`config.mk`:
```
export PLATFORM = sky130hd
export DESIGN_NAME = touch_dimmer_level_control
export DESIGN_NICKNAME = d
export VERILOG_FILES = /design/src/rtl/tdlc_pkg.sv /design/src/rtl/tdlc_update.sv /design/src/rtl/touch_dimmer_level_control.sv
export SDC_FILE = /design/constraint.sdc
export NUM_CORES = 1
export LEC_CHECK = 0
export ABC_CLOCK_PERIOD_IN_PS = 8000
export BUFFER_PORTS_ARGS = -buffer_cell sky130_fd_sc_hd__buf_2
export CELL_PAD_IN_SITES_DETAIL_PLACEMENT = 0
export CELL_PAD_IN_SITES_GLOBAL_PLACEMENT = 1
export CORE_MARGIN = 2
export CORE_UTILIZATION = 47
export CTS_CLUSTER_SIZE = 28
export DETAILED_ROUTE_END_ITERATION = 6
export PLACE_DENSITY = 0.87
export SLEW_MARGIN = 20
export SYNTH_ARGS = -nofsm -noshare
export SYNTH_HDL_FRONTEND = slang
export SYNTH_HIERARCHICAL = 1
export SYNTH_SLANG_ARGS = --single-unit
```
`constraint.sdc`:
```
create_clock -name aclk -period 8 [get_ports aclk]
set_clock_uncertainty 0.05 [all_clocks]
set_input_delay 0.8 -clock aclk [delete_from_list [all_inputs] [get_ports aclk]]
set_output_delay 0.8 -clock aclk [all_outputs]
set_load 0.005 [all_outputs]
```
`src/rtl/tdlc_pkg.sv`:
```
package tdlc_pkg;

    localparam logic [7:0] SHORT_PRESS_MAX    = 8'd50;
    localparam logic [7:0] RAMP_INTERVAL      = 8'd10;
    localparam logic [7:0] RESET_LEVEL        = 8'd16;
    localparam logic [7:0] RESET_RAMP_TOP     = 8'd78;
    localparam logic [7:0] RESET_PAUSE_LENGTH = 8'd100;

    localparam logic CFG_RAMP_TOP     = 1'b0;
    localparam logic CFG_PAUSE_LENGTH = 1'b1;

    localparam logic FUNC_HOST_WRITE = 1'b0;
    localparam logic FUNC_CROSSING   = 1'b1;

    typedef struct packed {
        logic [7:0] level;
        logic       ramp_down;
        logic [7:0] press_count;
        logic [7:0] pause_count;
        logic [7:0] saved_level;
    } dim_state_t;

    typedef struct packed {
        logic [7:0] ramp_top;
        logic [7:0] pause_length;
    } dim_cfg_t;

    typedef struct packed {
        logic [7:0] compare_level;
        logic       fire;
        logic [7:0] level_after;
    } dim_result_t;

    // remainder by the ramp interval: reciprocal multiply, exact for 8-bit values
    function automatic logic [7:0] interval_rem(input logic [7:0] x);
        logic [15:0] prod;
        logic [4:0]  quot;
        logic [7:0]  back;
        prod = {8'd0, x} * 16'd205;
        quot = prod[15:11];
        back = 8'({3'd0, quot} * RAMP_INTERVAL);
        return x - back;
    endfunction

endpackage

```
`src/rtl/tdlc_update.sv`:
```
module tdlc_update import tdlc_pkg::*; (
    input  dim_state_t  state,
    input  dim_cfg_t    cfg,
    input  logic        func,
    input  logic [7:0]  new_level,
    input  logic        button_pressed,
    output dim_state_t  state_next,
    output dim_result_t result
);

    logic       ramp_step;
    logic [7:0] stepped_level;
    logic [7:0] press_inc;
    logic       short_press;

    assign press_inc     = state.press_count + 8'd1;
    assign ramp_step     = (state.press_count > SHORT_PRESS_MAX)
                        && (interval_rem(state.press_count) == 8'd0)
                        && (state.pause_count == 8'd0);
    assign stepped_level = state.ramp_down ? state.level - 8'd1 : state.level + 8'd1;
    assign short_press   = (state.press_count != 8'd0)
                        && (state.press_count <= SHORT_PRESS_MAX);

    always_comb begin
        state_next = state;
        if (func == FUNC_HOST_WRITE) begin
            state_next.level = new_level;
        end else if (button_pressed) begin
            state_next.press_count = press_inc;
            if (ramp_step) begin
                state_next.level = stepped_level;
                if (stepped_level == 8'd0) begin
                    state_next.ramp_down = !state.ramp_down;
                end else if (stepped_level == cfg.ramp_top) begin
                    state_next.ramp_down   = !state.ramp_down;
                    state_next.pause_count = cfg.pause_length;
                end
            end else if (state.pause_count != 8'd0) begin
                state_next.pause_count = state.pause_count - 8'd1;
            end
        end else begin
            state_next.press_count = 8'd0;
            if (short_press) begin
                state_next.pause_count = 8'd0;
                if (state.level == 8'd0) begin
                    state_next.level = state.saved_level;
                end else begin
                    state_next.saved_level = state.level;
                    state_next.level       = 8'd0;
                end
            end
        end
    end

    assign result.compare_level = state.level;
    assign result.fire          = (state.level != 8'd0);
    assign result.level_after   = state_next.level;

endmodule

```
`src/rtl/touch_dimmer_level_control.sv`:
```
// One-button phase dimmer level controller.
// Input channel (s_valid/s_ready): one word per event. s_func low is a host
// write that replaces the level and gives no result word. s_func high is a
// mains zero crossing: it yields one result word with the level in force for
// this half-cycle (m_compare_level), m_fire when that level is nonzero, and
// the level after the button rule (m_level_after).
// Config port: cfg_we with cfg_index 0 writes ramp_top, 1 writes pause_length.
// Write only while no word is in flight.
// Latency: a crossing accepted at one edge shows its result word in the next
// cycle. Throughput: one word per cycle unless a stalled receiver holds the
// word; the state update is one pass of logic between the state registers.
// Result register: a stalled receiver holds m_valid and the word; s_ready
// stays high while the result register is empty or being taken this cycle.
// Reset (aresetn low, synchronous): level 16, ramp up, counters and saved
// level 0, ramp_top 78, pause_length 100, no result pending.
module touch_dimmer_level_control import tdlc_pkg::*; (
    input  logic       aclk,
    input  logic       aresetn,
    input  logic       cfg_we,
    input  logic       cfg_index,
    input  logic [7:0] cfg_wdata,
    input  logic       s_valid,
    output logic       s_ready,
    input  logic       s_func,
    input  logic [7:0] s_new_level,
    input  logic       s_button_pressed,
    output logic       m_valid,
    input  logic       m_ready,
    output logic [7:0] m_compare_level,
    output logic       m_fire,
    output logic [7:0] m_level_after
);

    dim_state_t  state_reg;
    dim_state_t  state_next;
    dim_cfg_t    cfg_reg;
    dim_result_t result;
    dim_result_t result_reg;
    logic        m_valid_reg;
    logic        accept;

    tdlc_update u_update (
        .state          (state_reg),
        .cfg            (cfg_reg),
        .func           (s_func),
        .new_level      (s_new_level),
        .button_pressed (s_button_pressed),
        .state_next     (state_next),
        .result         (result)
    );

    assign s_ready = !m_valid_reg || m_ready;
    assign accept  = s_valid && s_ready;

    always_ff @(posedge aclk) begin
        if (!aresetn) begin
            state_reg.level       <= RESET_LEVEL;
            state_reg.ramp_down   <= 1'b0;
            state_reg.press_count <= 8'd0;
            state_reg.pause_count <= 8'd0;
            state_reg.saved_level <= 8'd0;
        end else if (accept) begin
            state_reg <= state_next;
        end
    end

    always_ff @(posedge aclk) begin
        if (!aresetn) begin
            cfg_reg.ramp_top     <= RESET_RAMP_TOP;
            cfg_reg.pause_length <= RESET_PAUSE_LENGTH;
        end else if (cfg_we) begin
            case (cfg_index)
                CFG_RAMP_TOP:     cfg_reg.ramp_top     <= cfg_wdata;
                CFG_PAUSE_LENGTH: cfg_reg.pause_length <= cfg_wdata;
                default:          cfg_reg              <= cfg_reg;
            endcase
        end
    end

    always_ff @(posedge aclk) begin
        if (!aresetn) begin
            m_valid_reg <= 1'b0;
        end else if (accept && s_func == FUNC_CROSSING) begin
            m_valid_reg <= 1'b1;
        end else if (m_ready) begin
            m_valid_reg <= 1'b0;
        end
    end

    // load the result word on each accepted crossing
    always_ff @(posedge aclk) begin
        if (accept && s_func == FUNC_CROSSING) begin
            result_reg <= result;
        end
    end

    assign m_valid         = m_valid_reg;
    assign m_compare_level = result_reg.compare_level;
    assign m_fire          = result_reg.fire;
    assign m_level_after   = result_reg.level_after;

`ifndef SYNTHESIS
    a_fire_matches: assert property (@(posedge aclk) disable iff (!aresetn)
        m_valid |-> (m_fire == (m_compare_level != 8'd0)))
        else $error("fire flag does not match compare level");

    a_crossing_gives_word: assert property (@(posedge aclk) disable iff (!aresetn)
        (s_valid && s_ready && s_func) |=> m_valid)
        else $error("accepted crossing produced no result word");

    a_host_write_no_word: assert property (@(posedge aclk) disable iff (!aresetn)
        (s_valid && s_ready && !s_func && m_ready) |=> !m_valid)
        else $error("host write produced a result word");

    a_level_carried: assert property (@(posedge aclk) disable iff (!aresetn)
        (s_valid && s_ready && s_func) |=> (m_level_after == state_reg.level))
        else $error("result level differs from stored level");
`endif

endmodule
```
# Yosys cells after proc, flatten, opt, wreduce, memory -nomap -nowiden
# Index checks and enable logic that the tools add are counted.
# totals
ff_bits,67
input_bits,24
output_inout_bits,19
# op_classes
addsub,5
mul,2
order_cmp,2
n_eq_ne,4
mux,17
n_bitwise,3
reduce_logical,24
# op_table
cell,n
$mux W8,10
$logic_not A8 Y1,4
$mux W16,2
$reduce_bool A8 Y1,3
$add A8 B1 Y8 const B,2
$mul A8 B8 Y16 const B,1
$sub A8 B1 Y8 const B,2
$reduce_and A5 Y1,2
$mux W9,1
$eq A8 B8 Y1,1
$gt A8 B6 Y1 const B,1
$le A8 B6 Y1 const B,1
$sub A8 B8 Y8,1
$mul A5 B3 Y7 const B,1
$ne A3 B3 Y1 const B,2
$reduce_and A2 Y1,3
$reduce_and A6 Y1,1
$reduce_bool A2 Y1,3
$logic_and A1 B1 Y1,5
$mux W1,4
$ne A3 B1 Y1 const B,1
$not A1 Y1,3
$logic_not A1 Y1,2
$logic_or A1 B1 Y1,1

# Depth between registers and ports, before layout
# Gate-level depths: netlist of the first run.
# logic_depth
depth_word,9
ltp_mapped,32

# Cells and area by module
# The synthesis of the first run kept the hierarchy.
# modules_own_cells
module,n_inst,cells_per_inst,area_per_inst_um2,seq_area_each_um2
tdlc_update,1,450,3354.5,0.0
touch_dimmer_level_control,1,239,2491.1,1511.4

# Worst setup path after synthesis of the first run
# Ideal clock, no wire load.
# synth_path
kind,flip-flop to flip-flop
from,reg state_reg[18] (netlist name)
to,reg state_reg[24] (netlist name)
setup_time_ns,0.118
arrival_time_ns,6.821
slack_ns,1.011
stages_incl_launch_ff,29
path_buffers,0
period_less_slack_ns,6.989
cell_sequence,dfxtp_1 ha_1 xor2_1 ha_1 fa_1 inv_1 fa_1 inv_1 ha_1 nand4_1 nor2_1 a221oi_1 nor2b_1 o21bai_1 a21oi_1 xnor2_1 ha_1 ha_1 fa_1 xnor2_1 ha_1 nor3b_1 or4_1 a211o_1 nand3b_4 or4_4 xnor2_2 nand2_1 mux2i_1
# synth_via
elab_chain_len,7
word_cells_on_any_way,8
# synth_rtl
element,line_no,source
start: declaration,touch_dimmer_level_control.sv:34,dim_state_t state_reg;
start signal: assignment,touch_dimmer_level_control.sv:63,state_reg <= state_next;
$mul A8 B8 Y16,tdlc_pkg.sv:39,"prod = {8'd0, x} * 16'd205;"
$mul A5 B3 Y7,tdlc_pkg.sv:41,"back = 8'({3'd0, quot} * RAMP_INTERVAL);"
$sub A8 B8 Y8,tdlc_pkg.sv:42,return x - back;
$logic_not A8 Y1,tdlc_update.sv:18,&& (interval_rem(state.press_count) == 8'd0)
$logic_and A1 B1 Y1 *,tdlc_update.sv:18,
$logic_and A1 B1 Y1 *,tdlc_update.sv:19,&& (state.pause_count == 8'd0);
$reduce_and A5 Y1 (no source line) *,n/a,
# Mark *: on every way between the ends. The rest lies on a longest branch, timed or not.
# A chain may end at the register's enable or synchronous reset.

# Worst setup path after layout of the first run
# layout_path
from,reg state_reg[22] (netlist name)
to,reg state_reg[24] (netlist name)
# Same word-level chain as after synthesis.

==> flow_summary.toml, run 1 <==
[yosys]
syn-num-nets = 797
ys.flop_type = "dfxtp_1"
avgSynthCellArea_um2 = 8.48
yosysSeqAreaShare = 0.259
synthCells = 689
synth_edf_count = 17
yosys_register_bits = 67
ys.warnings.count = 6
ys_types = 67
async_flop_share = 0
syn-cell-area_mm2 = 0.00585

[cells_and_area]
area_delta_synth_final_pct = 7.94
final_layout_size_suffix_gt1_frac = 0.111
largest_reg_flops = 33
fin_cells = 872
num_antenna_cells = 0
final_core_util = 0.523
finalNetCount = 807
fillers = 1164

[setup_path]
cp_data_arrival_time_ns = 7.67
critPathRequiredTime_ns = 8.14
path_class = "flip-flop to flip-flop"
setup.worst_path.end_class = "flip-flop"
crit_path_start_kind = "flip-flop"
path_max_fanout = 13

[power_and_ir_drop]
cellPowerDensity_mw_per_mm2 = 134
ir_worst_vdd_mv = 0.0993
p_leak_nw = 3.00

[clock_network]
clockBufferDepth = 2
htree_levels = 3
cts_hold_buf = 0
numCtsBuffers = 9
clock_latency_ns = 0.33
clk_pin_slew_ns = 0.06
cts_tree = "built"
clock-sinks = 67
cts_root_buf = "clkbuf_16"

[routing]
wl_mm = 13.7
wl_per_cell_um = 15.7
ant_nets = 0
drc = 0
vias_per_cell = 5.58
vias = 4863
dr.pass1.iters = 5
drt_iter0_markers = 459

[sta]
worst_slew_pin_slew_ns = 0.807
rsz0062_at_grt = "no"
slew_headroom = 0.462
final-setup-viol-count = 0
final-hold-violation-count = 0
final_max_slew_viol_count = 0
fmax_mhz = 133
fin_crit_ns = 7.54
hold_ws_ns = 0.426
finalSetupTns_ns = 0
period_share = 0.942

[global_routing]
grt_pass1_vias = 4661
grt_overflow_total = 0
busiest_layer = "met2"
grt_pass1_wl_mm = 23.2
grt_start_max_net_pins = 83
antenna_found_initial = 0
grtUsageMet2 = 0.358
use_met1 = 0.295
track_usage = 0.214
use_met3 = 0.0272

[min_path]
hp-class = "flip-flop to flip-flop"

[floorplanning]
design.core.area_mm2 = 0.0121
die_y_um = 116
initial_core_util = 0.485
die_x_um = 116
fp.dieArea_mm2 = 0.0133
std_cell_rows = 40
io_pins = 43

[placement]
io_buffers = 42
hpwl_mm = 10.2
dp.cells = 856
place.gp.congestion = 0.910

[outcome]
outcome = "finished, final reports clean"

[job]
cap_viol_max_count = 0
[per-stage QoR]
step                      power (mW)  area [um^2]  worst slack, ns
final                          0.848         6310            0.463
after global routing           0.883         6310          0.00490
after CTS                      0.854         6290            0.215
after detailed placement       0.470         6000            0.261
after global placement         0.468         6000            0.448
after floorplan                0.451         5850             1.01
[critical path, cell delays in order (launching register included)]
cell and delay, ns:
dfxtp_1 0.55, ha_1 0.35, ha_1 0.33, fa_1 0.51, inv_1 0.06, fa_1 0.53
inv_1 0.05, ha_1 0.30, nand4_1 0.13, nor2_1 0.06, a221oi_2 0.33, nor2b_1 0.25
o21bai_1 0.11, a21oi_1 0.19, xnor2_1 0.17, ha_1 0.28, ha_1 0.23, fa_1 0.38
xnor2_1 0.14, ha_1 0.34, nor3b_1 0.17, or4_1 0.39, a211o_1 0.28, nand3b_4 0.30
or4_4 0.60, xnor2_2 0.14, nand2_1 0.07, mux2i_1 0.08
[final timing paths]
check	from	endpoint	slack (ns)	cells after the start
setup reg to reg	state_reg[22]	state_reg[24]	0.46	27
setup / recovery	state_reg[22]	state_reg[24]	0.46	27
hold / removal	cfg_reg[3]	cfg_reg[3]	0.43	2
hold reg to reg	cfg_reg[3]	cfg_reg[3]	0.43	2
[routing by layer]
layer | routed length [um] | vias up
li1 | - | 2428
met1 | 6360 | 2285
met2 | 6600 | 137
met3 | 534 | 13
met4 | 183 | 0
met5 | 0 | -
[synthesized netlist by cell type, types with 3 or more instances]
master | instances | area, um^2
nand4_1 | 8 | 50.1
ha_1 | 72 | 901
a211o_1 | 4 | 35.0
fa_1 | 12 | 240
a221o_1 | 5 | 50.1
a21o_1 | 10 | 75.1
o21a_1 | 3 | 22.5
mux2i_1 | 40 | 400
nor2b_1 | 16 | 100
and2_1 | 3 | 18.8
nand2b_1 | 3 | 18.8
xor2_1 | 12 | 105
dfxtp_1 | 50 | 1000
nor2_1 | 19 | 71.3
and4_1 | 4 | 35.0
a22o_1 | 8 | 70.1
buf_4 | 17 | 128
a21oi_1 | 27 | 135
edfxtp_1 | 17 | 510
a21boi_0 | 12 | 90.1
buf_12 | 3 | 60.1
xnor2_1 | 13 | 114
clkbuf_1 | 22 | 82.6
nand2_1 | 141 | 529
inv_1 | 42 | 158
nand3_1 | 16 | 80.1
nor3_1 | 6 | 30.0
or3_1 | 3 | 18.8
or4_1 | 5 | 37.5
a211oi_1 | 4 | 30.0
o21ai_0 | 43 | 215
and3_1 | 3 | 18.8
[logic make-up (layout without fill, tap and decap cells)]
logic type | Yosys count | in the layout | synth area share
DFF | 67 | 67 | 0.259
buffers and inverters | 89 | 104 | 0.0781
and+or+nand+nor | 242 | 242 | 0.199
xor gates and xnor gates | 26 | 26 | 0.0402
adders and majority gates | 84 | 84 | 0.195
muxes | 40 | 40 | 0.0685
AOI/OAI and AO/OA | 141 | 141 | 0.160
[where the power goes]
part	switching, mW	leakage [nW]	internal, mW
Clock	0.154	0.148	0.231
Sequential	0.0120	0.568	0.360
Combinational	0.0560	2.29	0.0354
[repair_timing]
action | CTS | global route
buffers inserted | 0 | 0
endpoints found under the setup margin | 0 | 16
gates resized for setup | 0 | 6
[placed cells by master (no fill, tap or decap), types with 17 or more instances in the layout]
master    Yosys  final
nor2_1       19     19
ha_1         72     72
buf_2         2     42
edfxtp_1     17     17
a21oi_1      27     27
inv_1        42     42
nand2_1     141    141
dfxtp_1      50     46
o21ai_0      43     43
mux2i_1      40     40
[cell type report]
type	instances	area [um^2]	area share
Multi-Input combinational cell	533	3890	0.616
Sequential cell	67	1520	0.240
Clock buffer	10	250	0.0397
Timing Repair Buffer	46	240	0.0381
Tap cell	168	210	0.0333
Inverter	42	158	0.0250
Clock inverter	6	45.0	0.00714
Power figures use the tool's default switching activity.
==> run 2, diff against run 1 <==
--- a/config.mk
+++ b/config.mk
@@ -13,6 +13,7 @@
 export CORE_UTILIZATION = 47
 export CTS_CLUSTER_SIZE = 28
 export DETAILED_ROUTE_END_ITERATION = 6
+export MAX_ROUTING_LAYER = met4
 export PLACE_DENSITY = 0.87
 export SLEW_MARGIN = 20
 export SYNTH_ARGS = -nofsm -noshare
==> run 2 against run 1 <==
Register-to-register slack improved by 0.04 ns. First-iteration DRC count decreased by 20%. Cell area decreased by 0.18%. Flip-flop and latch count unchanged. Routed wire length increased by 0.80%. Maximum frequency increased by 0.55%. Total power increased by 0.75%. Via count about the same. Clock-buffer cell count increased by 1. Setup slack improved by 0.041 ns.
==> flow_summary.toml, run 2 (same netlist as run 1, synthesis figures left out) <==
[outcome]
outcome = "finished, final reports clean"

[clock_network]
cts_root_buf = "clkbuf_16"
cts_tree = "built"
cts_resized = 0
clk_pin_slew_ns = 0.06
postCtsSetupBuffers = 0
clock-sinks = 67
clockBufferDepth = 2
clock_latency_ns = 0.33
numCtsBuffers = 9
cts_hold_buf = 0
htree_levels = 3

[routing]
drc = 0
vias = 4859
drt_iter0_markers = 367
ant_nets = 0
wl_mm = 13.8
wl_per_cell_um = 15.8
dr.pass1.iters = 4
vias_per_cell = 5.58

[global_routing]
grt_pass1_wl_mm = 22.9
grt_start_max_net_pins = 83
track_usage = 0.221
grt_overflow_total = 0
grt_pass1_vias = 4755
antenna_found_initial = 0

[cells_and_area]
final_common_cell = "nand2_1"
largest_reg_flops = 33
area_delta_synth_final_pct = 7.75
fillers = 1132
num_antenna_cells = 0
final_core_util = 0.522
final_layout_size_suffix_gt1_frac = 0.110
final_cell_mix = "141 x nand2_1, 72 x ha_1, 46 x dfxtp_1, 43 x o21ai_0"
fin_cells = 871
finalNetCount = 806

[power_and_ir_drop]
ir_worst_vdd_mv = 0.107
p_leak_nw = 2.99
cellPowerDensity_mw_per_mm2 = 136

[setup_path]
ff2ff_setup_slack_ns = 0.50
path_max_fanout = 13
critPathRequiredTime_ns = 8.14
critPathMostFrequentCell = "ha_1"
r2r_end = "state_reg[24]"
r2r_cells = 27
critPathMaxStageDelay_ns = 0.60
crit_path_start_kind = "flip-flop"
cp_data_arrival_time_ns = 7.64
path_class = "flip-flop to flip-flop"
rr_startpoint = "state_reg[19]"
setup.worst_path.end_class = "flip-flop"
startpoint = "state_reg[19]"
slowest_stage = "or4_4"

[job]
cap_viol_max_count = 0

[floorplanning]
initial_core_util = 0.485
io_pins = 43
die_y_um = 116
die_x_um = 116
design.core.area_mm2 = 0.0121
fp.dieArea_mm2 = 0.0133
std_cell_rows = 40

[placement]
hpwl_mm = 10.3
place.gp.congestion = 0.950
dp.cells = 855
place_ws_ns = 0.232
io_buffers = 42

[sta]
finalSetupTns_ns = 0
final_max_slew_viol_count = 0
worst_slew_pin_slew_ns = 0.904
fin_crit_ns = 7.50
final-hold-violation-count = 0
fmax_mhz = 133
final-setup-viol-count = 0
rsz0062_at_grt = "no"
period_share = 0.937
timing.final.ws_setup_ns = 0.504
slew_headroom = 0.390

[min_path]
hold_path_depth = 2
worstHoldEndpoint = "state_reg[2]"
hp-class = "flip-flop to flip-flop"
min_from = "state_reg[2]"
-- run 2: worst max-delay path by stage --
stage	endpoint	slack (ns)	cells after the start
2_1_floorplan	state_reg[24]	1.01	28
3_3_place_gp	state_reg[24]	0.45	28
3_5_place_dp	state_reg[24]	0.23	28
4_1_cts	state_reg[24]	0.22	28
5_1_grt	state_reg[24]	0.008	27
6_report	state_reg[24]	0.50	27
-- run 2: worst max-delay path: cells and delay by family (launching register included) --
family	cells	cell delay (ns)
AND/OR/NAND/NOR	6	1.80
buffers and inverters	1	0.15
multiplexers	1	0.08
AO/OA/AOI/OAI	6	1.20
flip-flops	1	0.47
XOR/XNOR	4	0.64
adder cells (fa/ha/maj)	9	2.99
-- run 2: metal layers --
metal,share of wire,global-route usage
met3,0.040,0.0282
met1,0.47,0.285
met5,0,-
met2,0.47,0.359
met4,0.020,0.0715
-- run 2: layout make-up --
cell class                      count  area [um^2]  share of cell area
Clock inverter                      5         33.8             0.00536
Clock buffer                       11          264              0.0419
Multi-Input combinational cell    533         3880               0.617
Sequential cell                    67         1520               0.241
Inverter                           42          158              0.0250
Timing Repair Buffer               45          233              0.0369
Tap cell                          168          210              0.0334
-- run 2: power breakdown --
| group | leakage [nW] | switching [mW] | internal [mW] |
|---|---|---|---|
| Sequential | 0.568 | 0.0119 | 0.360 |
| Combinational | 2.27 | 0.0562 | 0.0353 |
| Clock | 0.151 | 0.153 | 0.237 |
-- run 2: metrics by stage --
step           total power [mW]  hold slack (ns)  area, um^2
5_1_grt                   0.887            0.457        6300
6_report                  0.854            0.429        6300
4_1_cts                   0.860            0.432        6290
2_1_floorplan             0.451            0.391        5850
3_3_place_gp              0.468            0.408        5990
3_5_place_dp              0.470            0.422        5990
==> run 3, diff against run 2 <==
--- a/config.mk
+++ b/config.mk
@@ -6,7 +6,7 @@
 export NUM_CORES = 1
 export LEC_CHECK = 0
 export ABC_CLOCK_PERIOD_IN_PS = 8000
-export BUFFER_PORTS_ARGS = -buffer_cell sky130_fd_sc_hd__buf_2
+export BUFFER_PORTS_ARGS = -buffer_cell sky130_fd_sc_hd__buf_4
 export CELL_PAD_IN_SITES_DETAIL_PLACEMENT = 0
 export CELL_PAD_IN_SITES_GLOBAL_PLACEMENT = 1
 export CORE_MARGIN = 2
==> run 3 against run 2 <==
Setup slack lost 0.060 ns. Maximum frequency shrank 0.79%. First-iteration DRC count grew 4.1%. Sequential power is essentially flat. Routed wire length grew 0.15%. Non-clock buffer count is the same. Sequential share of layout area shrank 0.42 points. Clock power is essentially flat. Cell count is the same. Flip-flop and latch count is the same. Critical endpoint unchanged.
==> flow_summary.toml, run 3 (same netlist as run 1, synthesis figures left out) <==
[outcome]
outcome = "finished, final reports clean"

[routing]
dr.pass1.iters = 5
drc = 0
vias_per_cell = 5.63
vias = 4906
wl_per_cell_um = 15.8
drt_iter0_markers = 382
wl_mm = 13.8
ant_nets = 0

[power_and_ir_drop]
cellPowerDensity_mw_per_mm2 = 134
p_int_mw = 0.632
p_leak_nw = 3.04
switchingPower_mw = 0.224
p_sw_frac = 0.262
pwr-share-comb = 0.112
clockPowerShare = 0.453
seqPwrFrac = 0.435
ir_worst_vdd_mv = 0.0993

[cells_and_area]
largest_reg_flops = 33
final_cell_mix = "141 x nand2_1, 72 x ha_1, 47 x dfxtp_1, 45 x buf_4, 43 x o21ai_0"
final_layout_size_suffix_gt1_frac = 0.108
finalNetCount = 806
fillers = 1127
fin_cells = 871
num_antenna_cells = 0
design_area_mm2 = 0.00641
area_delta_synth_final_pct = 9.59
final_common_cell = "nand2_1"

[sta]
period_share = 0.944
finalSetupTns_ns = 0
fmax_mhz = 132
final_max_slew_viol_count = 0
final-setup-viol-count = 0
final-hold-violation-count = 0
rsz0062_at_grt = "no"
worst_slew_pin_slew_ns = 0.775
fin_crit_ns = 7.56
slew_headroom = 0.483

[clock_network]
clock-sinks = 67
cts_tree = "built"
cts_hold_buf = 0
numCtsBuffers = 9
clockBufferDepth = 2
cts_resized = 0
cts_root_buf = "clkbuf_16"
clk_pin_slew_ns = 0.06
postCtsSetupBuffers = 0
htree_levels = 3
clock_latency_ns = 0.34

[placement]
place.gp.congestion = 0.979
io_buffers = 42
hpwl_mm = 10.5
place_area_mm2 = 0.00609
dp.cells = 855

[global_routing]
grt_pass1_vias = 4843
grt_pass1_wl_mm = 23.6
grt_start_max_net_pins = 83
antenna_found_initial = 0
grt_overflow_total = 0
track_usage = 0.227

[floorplanning]
die_y_um = 116
std_cell_rows = 40
io_pins = 43
design.core.area_mm2 = 0.0121
initial_core_util = 0.485
die_x_um = 116
fp.dieArea_mm2 = 0.0133

[setup_path]
critPathMaxStageDelay_ns = 0.60
path_max_fanout = 13
crit_path_start_kind = "flip-flop"
cp_data_arrival_time_ns = 7.70
critPathMostFrequentCell = "ha_1"
critPathRequiredTime_ns = 8.15
path_class = "flip-flop to flip-flop"
crit_family = "adder cells"
setup.worst_path.end_class = "flip-flop"
crit_buf_inv = 3
slowest_stage = "or4_4"

[min_path]
hp-class = "flip-flop to flip-flop"

[job]
cap_viol_max_count = 0
-- run 3: final cells by class --
class | instances | area [um^2] | share of cell area
Clock buffer | 10 | 250 | 0.0391
Inverter | 42 | 158 | 0.0246
Tap cell | 168 | 210 | 0.0328
Timing Repair Buffer | 45 | 338 | 0.0527
Multi-Input combinational cell | 533 | 3890 | 0.607
Clock inverter | 6 | 45.0 | 0.00703
Sequential cell | 67 | 1520 | 0.237
-- run 3: power by group through the flow --
stage | Combinational (mW) | Clock [mW] | Sequential, mW
2_1_floorplan | 0.0747 | 0 | 0.376
3_3_place_gp | 0.0937 | 0 | 0.380
3_5_place_dp | 0.0958 | 0 | 0.380
4_1_cts | 0.0962 | 0.393 | 0.373
5_1_grt | 0.107 | 0.407 | 0.374
6_report | 0.0960 | 0.388 | 0.373
-- run 3: path summary, 6_finish.rpt --
path | cells after the start | from | slack [ns] | endpoint
worst max-delay path | 28 | state_reg[20] | 0.44 | state_reg[24]
worst min-delay path | 2 | state_reg[4] | 0.42 | state_reg[4]
worst max register to register | 28 | state_reg[20] | 0.44 | state_reg[24]
worst min register to register | 2 | state_reg[4] | 0.42 | state_reg[4]
-- run 3: tightest hold or removal path, cell delays in order (launching register included) --
cell and delay, ns:
dfxtp_1 0.31, nand2_1 0.06, mux2i_1 0.05
-- run 3: metrics by stage --
stage	worst slack, ns	utilization	hold slack (ns)	power, mW
after detailed placement	0.281	0.505	0.414	0.476
after CTS	0.248	0.530	0.420	0.862
after floorplan	1.01	-	0.391	0.451
after global routing	0.0306	0.531	0.435	0.888
after global placement	0.537	0.505	0.407	0.473
final	0.444	0.531	0.422	0.856
-- run 3: metal layers --
metal  vias to the layer above  global-route usage  part of all wire  wire length, um
li1                       2429                   -                 -                -
met1                      2321               0.283              0.45             6280
met2                       133               0.375              0.48             6600
met3                        23              0.0329             0.044              614
met4                         0              0.0787             0.022              308
met5                         -                   -                 0                0
